### config.mk
export PLATFORM = sky130hd
export DESIGN_NAME = beacon_frame_field_extractor_flat
export DESIGN_NICKNAME = d
export VERILOG_FILES = /design/src/design/bfe_pkg.sv /design/src/design/bfe_req_if.sv /design/src/design/bfe_rsp_if.sv /design/src/design/bfe_csr_if.sv /design/src/design/beacon_frame_field_extractor.sv /design/src/design/bfe_match.sv /design/src/flat_wrapper.sv
export SDC_FILE = /design/constraint.sdc
export NUM_CORES = 1
export LEC_CHECK = 0
export ABC_CLOCK_PERIOD_IN_PS = 19100
export BUFFER_PORTS_ARGS = -buffer_cell sky130_fd_sc_hd__buf_2
export CAP_MARGIN = 15
export CORE_MARGIN = 2
export CORE_UTILIZATION = 52
export DETAILED_ROUTE_END_ITERATION = 7
export HOLD_SLACK_MARGIN = 0.03
export PLACE_DENSITY = 0.79
export SYNTH_ARGS = -nofsm -noshare
export SYNTH_HDL_FRONTEND = slang
export SYNTH_SLANG_ARGS = --single-unit
### constraint.sdc
create_clock -name clock -period 19.1 [get_ports clock]
set_input_delay 0.955 -clock clock [delete_from_list [all_inputs] [get_ports clock]]
set_output_delay 0.955 -clock clock [all_outputs]
set_load 0.1 [all_outputs]
### src/design/bfe_pkg.sv
package bfe_pkg;

   localparam int WIN_PREV   = 22;
   localparam int UUID_BYTES = 16;
   localparam int SEEN_W     = 5;

   localparam logic [SEEN_W-1:0] SEEN_MAX   = SEEN_W'(23);
   localparam logic [SEEN_W-1:0] SEEN_CHECK = SEEN_W'(WIN_PREV);

   localparam logic [7:0] PREFIX_HI = 8'h02;
   localparam logic [7:0] PREFIX_LO = 8'h15;

   localparam logic [7:0]        TEMP_FLOOR_BYTE = 8'd65;
   localparam logic signed [9:0] TEMP_OFFSET     = 10'sd110;
   localparam logic signed [9:0] TEMP_MIN        = -10'sd40;
   localparam logic signed [9:0] TEMP_MAX        = 10'sd125;

   localparam logic [63:0] UUID_UPPER_RESET     = 64'hFFFF_FFFF_FFFF_FFFF;
   localparam logic [63:0] UUID_LOWER_RESET     = 64'hFFFF_FFFF_FFFF_FFE0;
   localparam logic [7:0]  PRESSURE_LIMIT_RESET = 8'd217;

   localparam int CSR_INDEX_W = 2;

   typedef enum logic [CSR_INDEX_W-1:0] {
      CSR_UUID_UPPER     = 2'd0,
      CSR_UUID_LOWER     = 2'd1,
      CSR_PRESSURE_LIMIT = 2'd2
   } csr_index_type;

   typedef logic [WIN_PREV-1:0][7:0] window_type;

   typedef struct packed {
      logic [63:0] uuid_upper;
      logic [63:0] uuid_lower;
      logic [7:0]  pressure_limit;
   } cfg_type;

   typedef struct packed {
      logic               hit;
      logic [15:0]        major;
      logic [15:0]        minor;
      logic signed [7:0]  temperature;
   } match_type;

endpackage

### src/design/bfe_req_if.sv
interface bfe_req_if;
   logic       valid;
   logic       ready;
   logic [7:0] data_byte;
   logic       last_byte;

   modport source (output valid, output data_byte, output last_byte, input ready);
   modport sink   (input valid, input data_byte, input last_byte, output ready);
endinterface

### src/design/bfe_rsp_if.sv
interface bfe_rsp_if;
   logic              valid;
   logic              ready;
   logic              beacon_found;
   logic [7:0]        pressure_psi;
   logic signed [7:0] temperature_c;
   logic [15:0]       id_major;
   logic [15:0]       id_minor;

   modport source (output valid, output beacon_found, output pressure_psi,
                   output temperature_c, output id_major, output id_minor, input ready);
   modport sink   (input valid, input beacon_found, input pressure_psi,
                   input temperature_c, input id_major, input id_minor, output ready);
endinterface

### src/design/bfe_csr_if.sv
interface bfe_csr_if;
   import bfe_pkg::*;
   logic                   valid;
   logic                   ready;
   logic [CSR_INDEX_W-1:0] index;
   logic [63:0]            wdata;

   modport source (output valid, output index, output wdata, input ready);
   modport sink   (input valid, input index, input wdata, output ready);
endinterface

### src/design/beacon_frame_field_extractor.sv
// Channel  Direction  Payload                                               Note
// req_if   in         data_byte[7:0], last_byte                             one frame byte
// rsp_if   out        beacon_found, pressure_psi, temperature_c, majr/minr  one per frame
// csr_if   in         index[1:0], wdata[63:0]                               always ready
//
// One byte per cycle unless a held last byte blocks req_if. A byte is matched against
// the 22 previous bytes while it sits in the input register; a last byte loads the result register.
// Synchronous reset clears control and count and loads the configuration defaults.
// A stalled rsp_if holds a last byte in the input register until the result register
// frees, which blocks req_if; other bytes still flow.
module beacon_frame_field_extractor (
   input logic        clock,
   input logic        reset,
   bfe_req_if.sink    req_if,
   bfe_rsp_if.source  rsp_if,
   bfe_csr_if.sink    csr_if
);
   import bfe_pkg::*;

   cfg_type           cfg_ff;

   logic              in_valid_ff;
   logic [7:0]        in_data_ff;
   logic              in_last_ff;

   window_type        window_ff;
   window_type        window_in;
   logic [SEEN_W-1:0] bytes_seen_ff;
   logic              hit_ff;
   logic [15:0]       held_major_ff;
   logic [15:0]       held_minor_ff;
   logic signed [7:0] held_temp_ff;

   logic              rsp_valid_ff;
   logic              rsp_found_ff;
   logic [7:0]        rsp_pressure_ff;
   logic signed [7:0] rsp_temp_ff;
   logic [15:0]       rsp_major_ff;
   logic [15:0]       rsp_minor_ff;

   match_type         match;
   logic              out_free;
   logic              proc_en;
   logic              check_en;
   logic              new_hit;
   logic              hit_in;
   logic [15:0]       major_in;
   logic [15:0]       minor_in;
   logic signed [7:0] temp_in;

   bfe_match u_match (
      .window   (window_ff),
      .cur_byte (in_data_ff),
      .cfg      (cfg_ff),
      .match    (match)
   );

   // csr
   assign csr_if.ready = 1'b1;

   always_ff @(posedge clock) begin
      if (reset) begin
         cfg_ff.uuid_upper     <= UUID_UPPER_RESET;
         cfg_ff.uuid_lower     <= UUID_LOWER_RESET;
         cfg_ff.pressure_limit <= PRESSURE_LIMIT_RESET;
      end else if (csr_if.valid) begin
         case (csr_if.index)
            CSR_UUID_UPPER:     cfg_ff.uuid_upper     <= csr_if.wdata;
            CSR_UUID_LOWER:     cfg_ff.uuid_lower     <= csr_if.wdata;
            CSR_PRESSURE_LIMIT: cfg_ff.pressure_limit <= csr_if.wdata[7:0];
            default: ;
         endcase
      end
   end

   // flow control
   assign out_free     = !rsp_valid_ff || rsp_if.ready;
   assign proc_en      = in_valid_ff && (!in_last_ff || out_free);
   assign req_if.ready = !in_valid_ff || proc_en;

   always_ff @(posedge clock) begin
      if (reset) begin
         in_valid_ff <= 1'b0;
      end else if (req_if.ready) begin
         in_valid_ff <= req_if.valid;
      end
   end

   always_ff @(posedge clock) begin
      if (req_if.ready && req_if.valid) begin
         in_data_ff <= req_if.data_byte;
         in_last_ff <= req_if.last_byte;
      end
   end

   // frame state
   assign check_en  = (bytes_seen_ff >= SEEN_CHECK) && !hit_ff;
   assign new_hit   = check_en && match.hit;
   assign hit_in    = hit_ff || new_hit;
   assign major_in  = new_hit ? match.major       : held_major_ff;
   assign minor_in  = new_hit ? match.minor       : held_minor_ff;
   assign temp_in   = new_hit ? match.temperature : held_temp_ff;
   assign window_in = {in_data_ff, window_ff[WIN_PREV-1:1]};

   always_ff @(posedge clock) begin
      if (reset) begin
         bytes_seen_ff <= '0;
         hit_ff        <= 1'b0;
      end else if (proc_en) begin
         if (in_last_ff) begin
            bytes_seen_ff <= '0;
            hit_ff        <= 1'b0;
         end else begin
            if (bytes_seen_ff < SEEN_MAX) begin
               bytes_seen_ff <= bytes_seen_ff + SEEN_W'(1);
            end
            hit_ff <= hit_in;
         end
      end
   end

   always_ff @(posedge clock) begin
      if (proc_en) begin
         window_ff     <= window_in;
         held_major_ff <= major_in;
         held_minor_ff <= minor_in;
         held_temp_ff  <= temp_in;
      end
   end

   // result register
   always_ff @(posedge clock) begin
      if (reset) begin
         rsp_valid_ff <= 1'b0;
      end else if (proc_en && in_last_ff) begin
         rsp_valid_ff <= 1'b1;
      end else if (rsp_if.ready) begin
         rsp_valid_ff <= 1'b0;
      end
   end

   always_ff @(posedge clock) begin
      if (proc_en && in_last_ff) begin
         rsp_found_ff    <= hit_in;
         rsp_pressure_ff <= hit_in ? minor_in[7:0] : 8'd0;
         rsp_temp_ff     <= hit_in ? temp_in       : 8'sd0;
         rsp_major_ff    <= hit_in ? major_in      : 16'd0;
         rsp_minor_ff    <= hit_in ? minor_in      : 16'd0;
      end
   end

   assign rsp_if.valid         = rsp_valid_ff;
   assign rsp_if.beacon_found  = rsp_found_ff;
   assign rsp_if.pressure_psi  = rsp_pressure_ff;
   assign rsp_if.temperature_c = rsp_temp_ff;
   assign rsp_if.id_major      = rsp_major_ff;
   assign rsp_if.id_minor      = rsp_minor_ff;

   // checks
   a_rsp_from_last: assert property (@(posedge clock) disable iff (reset)
      $rose(rsp_valid_ff) |-> $past(proc_en && in_last_ff))
      else $error("response raised without a last byte");

   a_seen_bound: assert property (@(posedge clock) disable iff (reset)
      bytes_seen_ff <= SEEN_MAX)
      else $error("byte count past saturation");

   a_frame_clear: assert property (@(posedge clock) disable iff (reset)
      (proc_en && in_last_ff) |=> (bytes_seen_ff == '0) && !hit_ff)
      else $error("frame state not cleared after last byte");

   a_miss_zero: assert property (@(posedge clock) disable iff (reset)
      (rsp_valid_ff && !rsp_found_ff) |-> (rsp_pressure_ff == 8'd0) &&
         (rsp_temp_ff == 8'sd0) && (rsp_major_ff == 16'd0) && (rsp_minor_ff == 16'd0))
      else $error("miss response carries nonzero fields");

endmodule

### src/design/bfe_match.sv
module bfe_match (
   input  bfe_pkg::window_type window,
   input  logic [7:0]          cur_byte,
   input  bfe_pkg::cfg_type    cfg,
   output bfe_pkg::match_type  match
);
   import bfe_pkg::*;

   logic [UUID_BYTES*8-1:0] uuid_all;
   logic [UUID_BYTES-1:0]   uuid_eq;
   logic                    prefix_ok;
   logic                    pressure_ok;
   logic                    temp_ok;
   logic signed [9:0]       temp_wide;
   logic                    temp_above;

   assign uuid_all = {cfg.uuid_upper, cfg.uuid_lower};

   always_comb begin
      for (int k = 0; k < UUID_BYTES; k++) begin
         uuid_eq[k] = (window[2 + k] == uuid_all[(UUID_BYTES-1-k)*8 +: 8]);
      end
   end

   assign prefix_ok   = (window[0] == PREFIX_HI) && (window[1] == PREFIX_LO);
   assign pressure_ok = (window[21] <= cfg.pressure_limit);

   assign temp_above = (cur_byte > TEMP_FLOOR_BYTE);
   assign temp_wide  = $signed({2'b00, cur_byte}) - TEMP_OFFSET;
   assign temp_ok    = !temp_above || ((temp_wide >= TEMP_MIN) && (temp_wide <= TEMP_MAX));

   assign match.hit         = prefix_ok && (&uuid_eq) && pressure_ok && temp_ok;
   assign match.major       = {window[18], window[19]};
   assign match.minor       = {window[20], window[21]};
   assign match.temperature = temp_above ? temp_wide[7:0] : 8'sd0;

endmodule

### src/flat_wrapper.sv
// flat-port wrapper written by rule: the top's interface ports become plain ports
module beacon_frame_field_extractor_flat import bfe_pkg::*;
  (clock, reset, req_if_valid, req_if_data_byte, req_if_last_byte, req_if_ready, rsp_if_valid, rsp_if_beacon_found, rsp_if_pressure_psi, rsp_if_temperature_c, rsp_if_id_major, rsp_if_id_minor, rsp_if_ready, csr_if_valid, csr_if_index, csr_if_wdata, csr_if_ready);
  bfe_req_if req_if_i ();
  bfe_rsp_if rsp_if_i ();
  bfe_csr_if csr_if_i ();
  input logic clock;
  input logic reset;
  input wire logic [$bits(req_if_i.valid)-1:0] req_if_valid;
  input wire logic [$bits(req_if_i.data_byte)-1:0] req_if_data_byte;
  input wire logic [$bits(req_if_i.last_byte)-1:0] req_if_last_byte;
  output wire logic [$bits(req_if_i.ready)-1:0] req_if_ready;
  output wire logic [$bits(rsp_if_i.valid)-1:0] rsp_if_valid;
  output wire logic [$bits(rsp_if_i.beacon_found)-1:0] rsp_if_beacon_found;
  output wire logic [$bits(rsp_if_i.pressure_psi)-1:0] rsp_if_pressure_psi;
  output wire logic [$bits(rsp_if_i.temperature_c)-1:0] rsp_if_temperature_c;
  output wire logic [$bits(rsp_if_i.id_major)-1:0] rsp_if_id_major;
  output wire logic [$bits(rsp_if_i.id_minor)-1:0] rsp_if_id_minor;
  input wire logic [$bits(rsp_if_i.ready)-1:0] rsp_if_ready;
  input wire logic [$bits(csr_if_i.valid)-1:0] csr_if_valid;
  input wire logic [$bits(csr_if_i.index)-1:0] csr_if_index;
  input wire logic [$bits(csr_if_i.wdata)-1:0] csr_if_wdata;
  output wire logic [$bits(csr_if_i.ready)-1:0] csr_if_ready;
  assign req_if_i.valid = req_if_valid;
  assign req_if_i.data_byte = req_if_data_byte;
  assign req_if_i.last_byte = req_if_last_byte;
  assign req_if_ready = req_if_i.ready;
  assign rsp_if_valid = rsp_if_i.valid;
  assign rsp_if_beacon_found = rsp_if_i.beacon_found;
  assign rsp_if_pressure_psi = rsp_if_i.pressure_psi;
  assign rsp_if_temperature_c = rsp_if_i.temperature_c;
  assign rsp_if_id_major = rsp_if_i.id_major;
  assign rsp_if_id_minor = rsp_if_i.id_minor;
  assign rsp_if_i.ready = rsp_if_ready;
  assign csr_if_i.valid = csr_if_valid;
  assign csr_if_i.index = csr_if_index;
  assign csr_if_i.wdata = csr_if_wdata;
  assign csr_if_ready = csr_if_i.ready;
  beacon_frame_field_extractor u_core (.clock(clock), .reset(reset), .req_if(req_if_i), .rsp_if(rsp_if_i), .csr_if(csr_if_i));
endmodule
==> report_table.html <==
<table>
<tr><th>Metric</th><th>Value</th></tr>
<tr><th colspan="2">Outcome</th></tr>
<tr><td>Run status</td><td>complete, no violations</td></tr>
<tr><th colspan="2">CTS</th></tr>
<tr><td>Count of instances resized after the clock tree is built</td><td>0</td></tr>
<tr><td>Clock sinks</td><td>410</td></tr>
<tr><td>Number of buffers added for setup after CTS</td><td>0</td></tr>
<tr><td>Clock tree from TritonCTS</td><td>built</td></tr>
<tr><td>Level count of the clock H-tree</td><td>2</td></tr>
<tr><td>Root cell of the clock tree</td><td>sky130_fd_sc_hd__clkbuf_16</td></tr>
<tr><td>CTS hold repair buffers</td><td>0</td></tr>
<tr><td>Cts bufs inserted</td><td>42</td></tr>
<tr><td>Reg clk slew, reported paths</td><td>around 0.060 ns</td></tr>
<tr><td>Buffers from clock root to sink, at most</td><td>3</td></tr>
<tr><td>Later-pin clock latency in the skew report</td><td>around 0.54 ns</td></tr>
<tr><th colspan="2">Critical path</th></tr>
<tr><td>Setup slack on the worst flop-to-flop path</td><td>around 16 ns</td></tr>
<tr><td>Kind of cell adding the most delay to the critical path</td><td>simple AND/OR/NAND/NOR gates</td></tr>
<tr><td>CP Data Required Time</td><td>about 19 ns</td></tr>
<tr><td>Top cell by count, worst path</td><td>sky130_fd_sc_hd__nor4_1</td></tr>
<tr><td>Register-to-Register Path Depth</td><td>9</td></tr>
<tr><td>Beginning of the worst register-to-register path</td><td>u_core.in_data_ff[1]</td></tr>
<tr><td>Worst path arrival time</td><td>3.75 ns</td></tr>
<tr><td>Largest driver fanout on the critical path</td><td>33</td></tr>
<tr><td>Capture point of the worst reg-to-reg path</td><td>u_core.held_temp_ff[7]</td></tr>
<tr><td>Setup crit end kind</td><td>flip-flop</td></tr>
<tr><td>Critical path start-end classification</td><td>flip-flop to flip-flop</td></tr>
<tr><td>Launching instance or port of the critical path</td><td>u_core.in_data_ff[1]</td></tr>
<tr><td>WP buf/inv</td><td>1</td></tr>
<tr><td>Crit path max-delay cell type</td><td>sky130_fd_sc_hd__edfxtp_1</td></tr>
<tr><td>Critical path cell sequence</td><td>ha_1 &gt; a21oi_2 &gt; nor3b_1 &gt; nor4_1 &gt; nand3_1 &gt; nor4_1 &gt; and4_1 &gt; buf_4 &gt; mux2_2</td></tr>
<tr><td>Nature of the critical path startpoint</td><td>flip-flop</td></tr>
<tr><td>Slowest Stage Delay on Critical Path</td><td>roughly 0.53 ns</td></tr>
<tr><th colspan="2">Flow run</th></tr>
<tr><td>Max Cap Viol</td><td>0</td></tr>
<tr><th colspan="2">Global route</th></tr>
<tr><td>Vias in the first global route</td><td>about 11000</td></tr>
<tr><td>GRT Util Overall</td><td>roughly a quarter</td></tr>
<tr><td>Number of antenna violations at the first check in global routing</td><td>0</td></tr>
<tr><td>Wire length of the first global-routing pass</td><td>~66000 um</td></tr>
<tr><td>Maximum number of pins on one net before global-route repair</td><td>~150</td></tr>
<tr><td>Final global-route overflow total</td><td>0</td></tr>
<tr><th colspan="2">Power</th></tr>
<tr><td>Total design power</td><td>~2.0 mW</td></tr>
<tr><td>Internal power contribution</td><td>1.54 mW</td></tr>
<tr><td>Share of total power in sequential cells</td><td>between 50 and 60%</td></tr>
<tr><td>Power density over the cells</td><td>roughly 100 mW/mm^2</td></tr>
<tr><td>Power spent charging and discharging nets</td><td>0.458 mW</td></tr>
<tr><td>Switching Share</td><td>a little under a quarter</td></tr>
<tr><td>Clock network power share</td><td>43.0%</td></tr>
<tr><td>Maximum vdd drop</td><td>about 0.072 mV</td></tr>
<tr><td>Leakage power total</td><td>around 6.9 nW</td></tr>
<tr><td>Part of the power in combinational logic</td><td>under 10%</td></tr>
<tr><th colspan="2">Logic synthesis</th></tr>
<tr><td>Cells taking the most area after synthesis</td><td>sky130_fd_sc_hd__edfxtp_1 48%, sky130_fd_sc_hd__dfxtp_1 17%, sky130_fd_sc_hd__nand2_1 4.6%, sky130_fd_sc_hd__xnor2_1 3.7%, sky130_fd_sc_hd__mux2i_1 3.0%</td></tr>
<tr><td>Nets in the synthesized netlist</td><td>1424</td></tr>
<tr><td>Most common flop cell mapped by yosys</td><td>sky130_fd_sc_hd__edfxtp_1</td></tr>
<tr><td>Distinct cells, synth</td><td>58</td></tr>
<tr><td>Count of synthesis-stage warnings from yosys</td><td>0</td></tr>
<tr><td>#FFs+latches synth</td><td>between 400 and 500</td></tr>
<tr><td>Number of standard cells after synthesis</td><td>~1300</td></tr>
<tr><td>Portion of synthesized cell area occupied by the leading cell type</td><td>a little under half</td></tr>
<tr><td>Synth async-reset ratio</td><td>0%</td></tr>
<tr><td>Mean instance size in the synthesized netlist</td><td>about 13 um^2</td></tr>
<tr><td>Sequential-to-total area share from yosys stat</td><td>between 60% and 70%</td></tr>
<tr><td>Number of flops mapped to enable cells by yosys</td><td>~270</td></tr>
<tr><td>Combined area of all synthesized cells</td><td>roughly 0.017 mm^2</td></tr>
<tr><td>Cell taking the most area after synthesis</td><td>sky130_fd_sc_hd__edfxtp_1</td></tr>
<tr><th colspan="2">Detailed routing</th></tr>
<tr><td>WL/cell</td><td>23.5 um</td></tr>
<tr><td>Count of antenna-violating nets left after detailed routing</td><td>0</td></tr>
<tr><td>Routed length on met3</td><td>~4500 um</td></tr>
<tr><td>Iter 0 DRT Violations</td><td>about 1100</td></tr>
<tr><td>Routed vias</td><td>between 10000 and 15000</td></tr>
<tr><td>Final routed DRC violation total</td><td>0</td></tr>
<tr><td>First-pass DRT Iterations</td><td>6</td></tr>
<tr><td>Detail-routed via count per cell</td><td>5.90</td></tr>
<tr><td>Detailed Route WL</td><td>44300 um</td></tr>
<tr><td>Met1 Routed Length</td><td>approximately 19000 um</td></tr>
<tr><td>Top Metal Used</td><td>met4</td></tr>
<tr><td>Met2 wire len</td><td>a little under 20000 um</td></tr>
<tr><th colspan="2">Cells and area</th></tr>
<tr><td>Count of placed standard cells in the final layout, fillers left out</td><td>1890</td></tr>
<tr><td>Final-stage net count</td><td>roughly 1500</td></tr>
<tr><td>Core occupancy in the finished layout</td><td>60.6%</td></tr>
<tr><td>Area added between synthesis and finish</td><td>14.6%</td></tr>
<tr><td>Share of final-layout standard cells stronger than drive strength 1</td><td>between 10% and 20%</td></tr>
<tr><td>Number of antenna diodes</td><td>0</td></tr>
<tr><td>FILL cells</td><td>about 2400</td></tr>
<tr><th colspan="2">STA</th></tr>
<tr><td>Final worst clock skew</td><td>around 0.016 ns</td></tr>
<tr><td>Max Fclk</td><td>roughly 290 MHz</td></tr>
<tr><td>Period Utilization, post-route</td><td>18.2%</td></tr>
<tr><td>Final Slew Violations</td><td>0</td></tr>
<tr><td>Shortest clock period the worst path allows after layout</td><td>~3.5 ns</td></tr>
<tr><td>Setup violation total in the final timing report</td><td>0</td></tr>
<tr><td>Final Hold Viols</td><td>0</td></tr>
<tr><td>RSZ-0062 raised after global routing</td><td>no</td></tr>
<tr><td>Slew at the pin closest to its max-slew limit</td><td>a little over 1 ns</td></tr>
<tr><td>Setup Total Neg Slack</td><td>0 ns</td></tr>
<tr><td>Worst-case headroom to the max-slew limit</td><td>between 30% and 40%</td></tr>
<tr><th colspan="2">Die</th></tr>
<tr><td>Die span in y</td><td>around 180 um</td></tr>
<tr><td>Initial standard-cell utilization of the core</td><td>52.9%</td></tr>
<tr><td>Top-level I/O count</td><td>~130</td></tr>
<tr><td>Site Rows</td><td>65</td></tr>
<tr><td>Floorplan Core Area</td><td>between 0.03 and 0.04 mm^2</td></tr>
<tr><td>Area of the die</td><td>around 0.034 mm^2</td></tr>
<tr><td>Overall die width</td><td>about 180 um</td></tr>
<tr><th colspan="2">Placed design</th></tr>
<tr><td>IO Port Bufs</td><td>130</td></tr>
<tr><td>GP Congestion</td><td>1.04</td></tr>
<tr><td>Cell count after placement</td><td>approximately 1800</td></tr>
<tr><td>DP Wirelength</td><td>approximately 32000 um</td></tr>
<tr><th colspan="2">Worst hold path</th></tr>
<tr><td>Hold depth</td><td>2</td></tr>
<tr><td>Hold path startpoint</td><td>u_core.cfg_ff[2]</td></tr>
<tr><td>Endpoint of the worst hold-timing path</td><td>u_core.cfg_ff[2]</td></tr>
<tr><td>Type of the most critical hold path</td><td>flip-flop to flip-flop</td></tr>
</table>
==> how the worst max path moves through the flow <==
stage          slack [ns]  cells past startpoint                       to
2_1_floorplan        4.78                      5  u_core.bytes_seen_ff[3]
3_3_place_gp        15.75                      9   u_core.held_temp_ff[7]
3_5_place_dp        15.73                      9   u_core.held_temp_ff[7]
4_1_cts             15.70                      9   u_core.held_temp_ff[7]
5_1_grt             15.61                      9   u_core.held_temp_ff[7]
6_report            15.62                      9   u_core.held_temp_ff[7]
==> placed cells by master (no fill, tap or decap), types with 9 or more instances in the layout <==
| cell | instances |
|---|---|
| sky130_fd_sc_hd__clkbuf_16 | 44 |
| sky130_fd_sc_hd__xor2_1 | 31 |
| sky130_fd_sc_hd__nand3_1 | 71 |
| sky130_fd_sc_hd__buf_4 | 10 |
| sky130_fd_sc_hd__o2111ai_1 | 9 |
| sky130_fd_sc_hd__a21oi_1 | 17 |
| sky130_fd_sc_hd__mux2i_1 | 50 |
| sky130_fd_sc_hd__edfxtp_1 | 266 |
| sky130_fd_sc_hd__ha_1 | 13 |
| sky130_fd_sc_hd__nor2_1 | 38 |
| sky130_fd_sc_hd__o21ai_0 | 11 |
| sky130_fd_sc_hd__nand2_1 | 204 |
| sky130_fd_sc_hd__nand4_1 | 43 |
| sky130_fd_sc_hd__nand2b_1 | 51 |
| sky130_fd_sc_hd__xnor2_1 | 70 |
| sky130_fd_sc_hd__nor2b_1 | 20 |
| sky130_fd_sc_hd__buf_2 | 130 |
| sky130_fd_sc_hd__o211ai_1 | 13 |
| sky130_fd_sc_hd__a211o_1 | 9 |
| sky130_fd_sc_hd__a22o_1 | 40 |
| sky130_fd_sc_hd__nor4_1 | 26 |
| sky130_fd_sc_hd__mux2_2 | 31 |
| sky130_fd_sc_hd__nor3_1 | 10 |
| sky130_fd_sc_hd__inv_1 | 33 |
| sky130_fd_sc_hd__dfxtp_1 | 144 |
==> power groups by stage <==
stage | sequential, mW | combinational, mW | clock, mW
2_1_floorplan | 1.03 | 0.0734 | 0
3_3_place_gp | 1.02 | 0.126 | 0
3_5_place_dp | 1.02 | 0.127 | 0
4_1_cts | 1.01 | 0.128 | 0.866
5_1_grt | 1.01 | 0.138 | 0.900
6_report | 1.01 | 0.129 | 0.858
==> worst register-to-register path, cell delays in order (launching register included) <==
cell                       delay [ns]
sky130_fd_sc_hd__edfxtp_1        0.53
sky130_fd_sc_hd__ha_1            0.34
sky130_fd_sc_hd__a21oi_2         0.23
sky130_fd_sc_hd__nor3b_1         0.16
sky130_fd_sc_hd__nor4_1          0.40
sky130_fd_sc_hd__nand3_1         0.20
sky130_fd_sc_hd__nor4_1          0.38
sky130_fd_sc_hd__and4_1          0.24
sky130_fd_sc_hd__buf_4           0.35
sky130_fd_sc_hd__mux2_2          0.39
==> cells by family (layout without fill, tap and decap cells) <==
family          after synthesis  after routing  share of synthesized area (%)
mux                          90             90                           5.84
simple gates                501            501                           15.1
flops                       410            410                           65.0
xor+xnor                    101            101                           5.29
compound gates              120            120                           5.36
buf+inv                      95            252                           2.43
other cells                   1              1                         0.0224
fa+ha+maj                    13             13                          0.972
==> cell usage after synthesis (2+ instances only) <==
library cell / n
sky130_fd_sc_hd__nor3_1: 10
sky130_fd_sc_hd__mux2_4: 7
sky130_fd_sc_hd__and3_1: 2
sky130_fd_sc_hd__a21oi_1: 17
sky130_fd_sc_hd__nor2b_1: 20
sky130_fd_sc_hd__or4_1: 7
sky130_fd_sc_hd__buf_2: 7
sky130_fd_sc_hd__o2111ai_1: 9
sky130_fd_sc_hd__buf_4: 9
sky130_fd_sc_hd__o21ai_0: 11
sky130_fd_sc_hd__nor4_1: 26
sky130_fd_sc_hd__a31oi_1: 4
sky130_fd_sc_hd__nand2b_1: 51
sky130_fd_sc_hd__xnor2_1: 70
sky130_fd_sc_hd__or2_2: 2
sky130_fd_sc_hd__buf_1: 8
sky130_fd_sc_hd__nand4_1: 43
sky130_fd_sc_hd__a22o_1: 40
sky130_fd_sc_hd__inv_1: 34
sky130_fd_sc_hd__o22ai_1: 4
sky130_fd_sc_hd__nand4b_1: 5
sky130_fd_sc_hd__nor4bb_1: 2
sky130_fd_sc_hd__mux2i_1: 50
sky130_fd_sc_hd__nor3b_1: 2
sky130_fd_sc_hd__dfxtp_1: 144
sky130_fd_sc_hd__ha_1: 13
sky130_fd_sc_hd__a21o_1: 3
sky130_fd_sc_hd__mux2_2: 31
sky130_fd_sc_hd__nor2_1: 38
sky130_fd_sc_hd__xor2_1: 31
sky130_fd_sc_hd__mux2_1: 2
sky130_fd_sc_hd__edfxtp_1: 266
sky130_fd_sc_hd__nand3_1: 71
sky130_fd_sc_hd__clkbuf_1: 36
sky130_fd_sc_hd__o211ai_1: 13
sky130_fd_sc_hd__nor4b_1: 6
sky130_fd_sc_hd__a2111oi_0: 2
sky130_fd_sc_hd__a211o_1: 9
sky130_fd_sc_hd__nand2_1: 204
sky130_fd_sc_hd__and4_1: 4
==> metrics by stage <==
step                setup WS, ns  instance area, um^2  hold WS [ns]
floorplan                   4.78                16700         0.421
global placement           15.75                17700         0.445
detailed placement         15.73                17700         0.447
CTS                        15.70                19200         0.456
global route               15.61                19200         0.480
finish                     15.62                19200         0.456
==> registers in the layout, summed over array words and instances, names as in the netlist <==
name	count
u_core.held_minor_ff	16
u_core.window_ff	176
u_core.rsp_if.temperature_c	8
u_core.rsp_if.beacon_found	1
u_core.cfg_ff	136
u_core.in_data_ff	8
u_core.in_valid_ff	1
u_core.rsp_if.valid	1
u_core.held_temp_ff	8
u_core.in_last_ff	1
u_core.bytes_seen_ff	5
u_core.rsp_if.id_major	16
u_core.rsp_if.id_minor	16
u_core.hit_ff	1
u_core.held_major_ff	16
==> layer usage <==
layer | track usage, % | vias up
met2 | 39.6 | 484
li1 | - | 5079
met5 | 0 | -
met4 | 7.55 | 0
met1 | 38.2 | 5517
met3 | 6.49 | 64
==> area by class of cell <==
class,count,area [um^2],area share [%]
Clock buffer,55,1180,6.17
Clock inverter,22,265,1.38
Inverter,34,129,0.673
Multi-Input combinational cell,826,5470,28.5
Sequential cell,410,10900,56.7
Tap cell,402,503,2.62
Timing Repair Buffer,141,746,3.89
(Power assumes the default switching activity.)
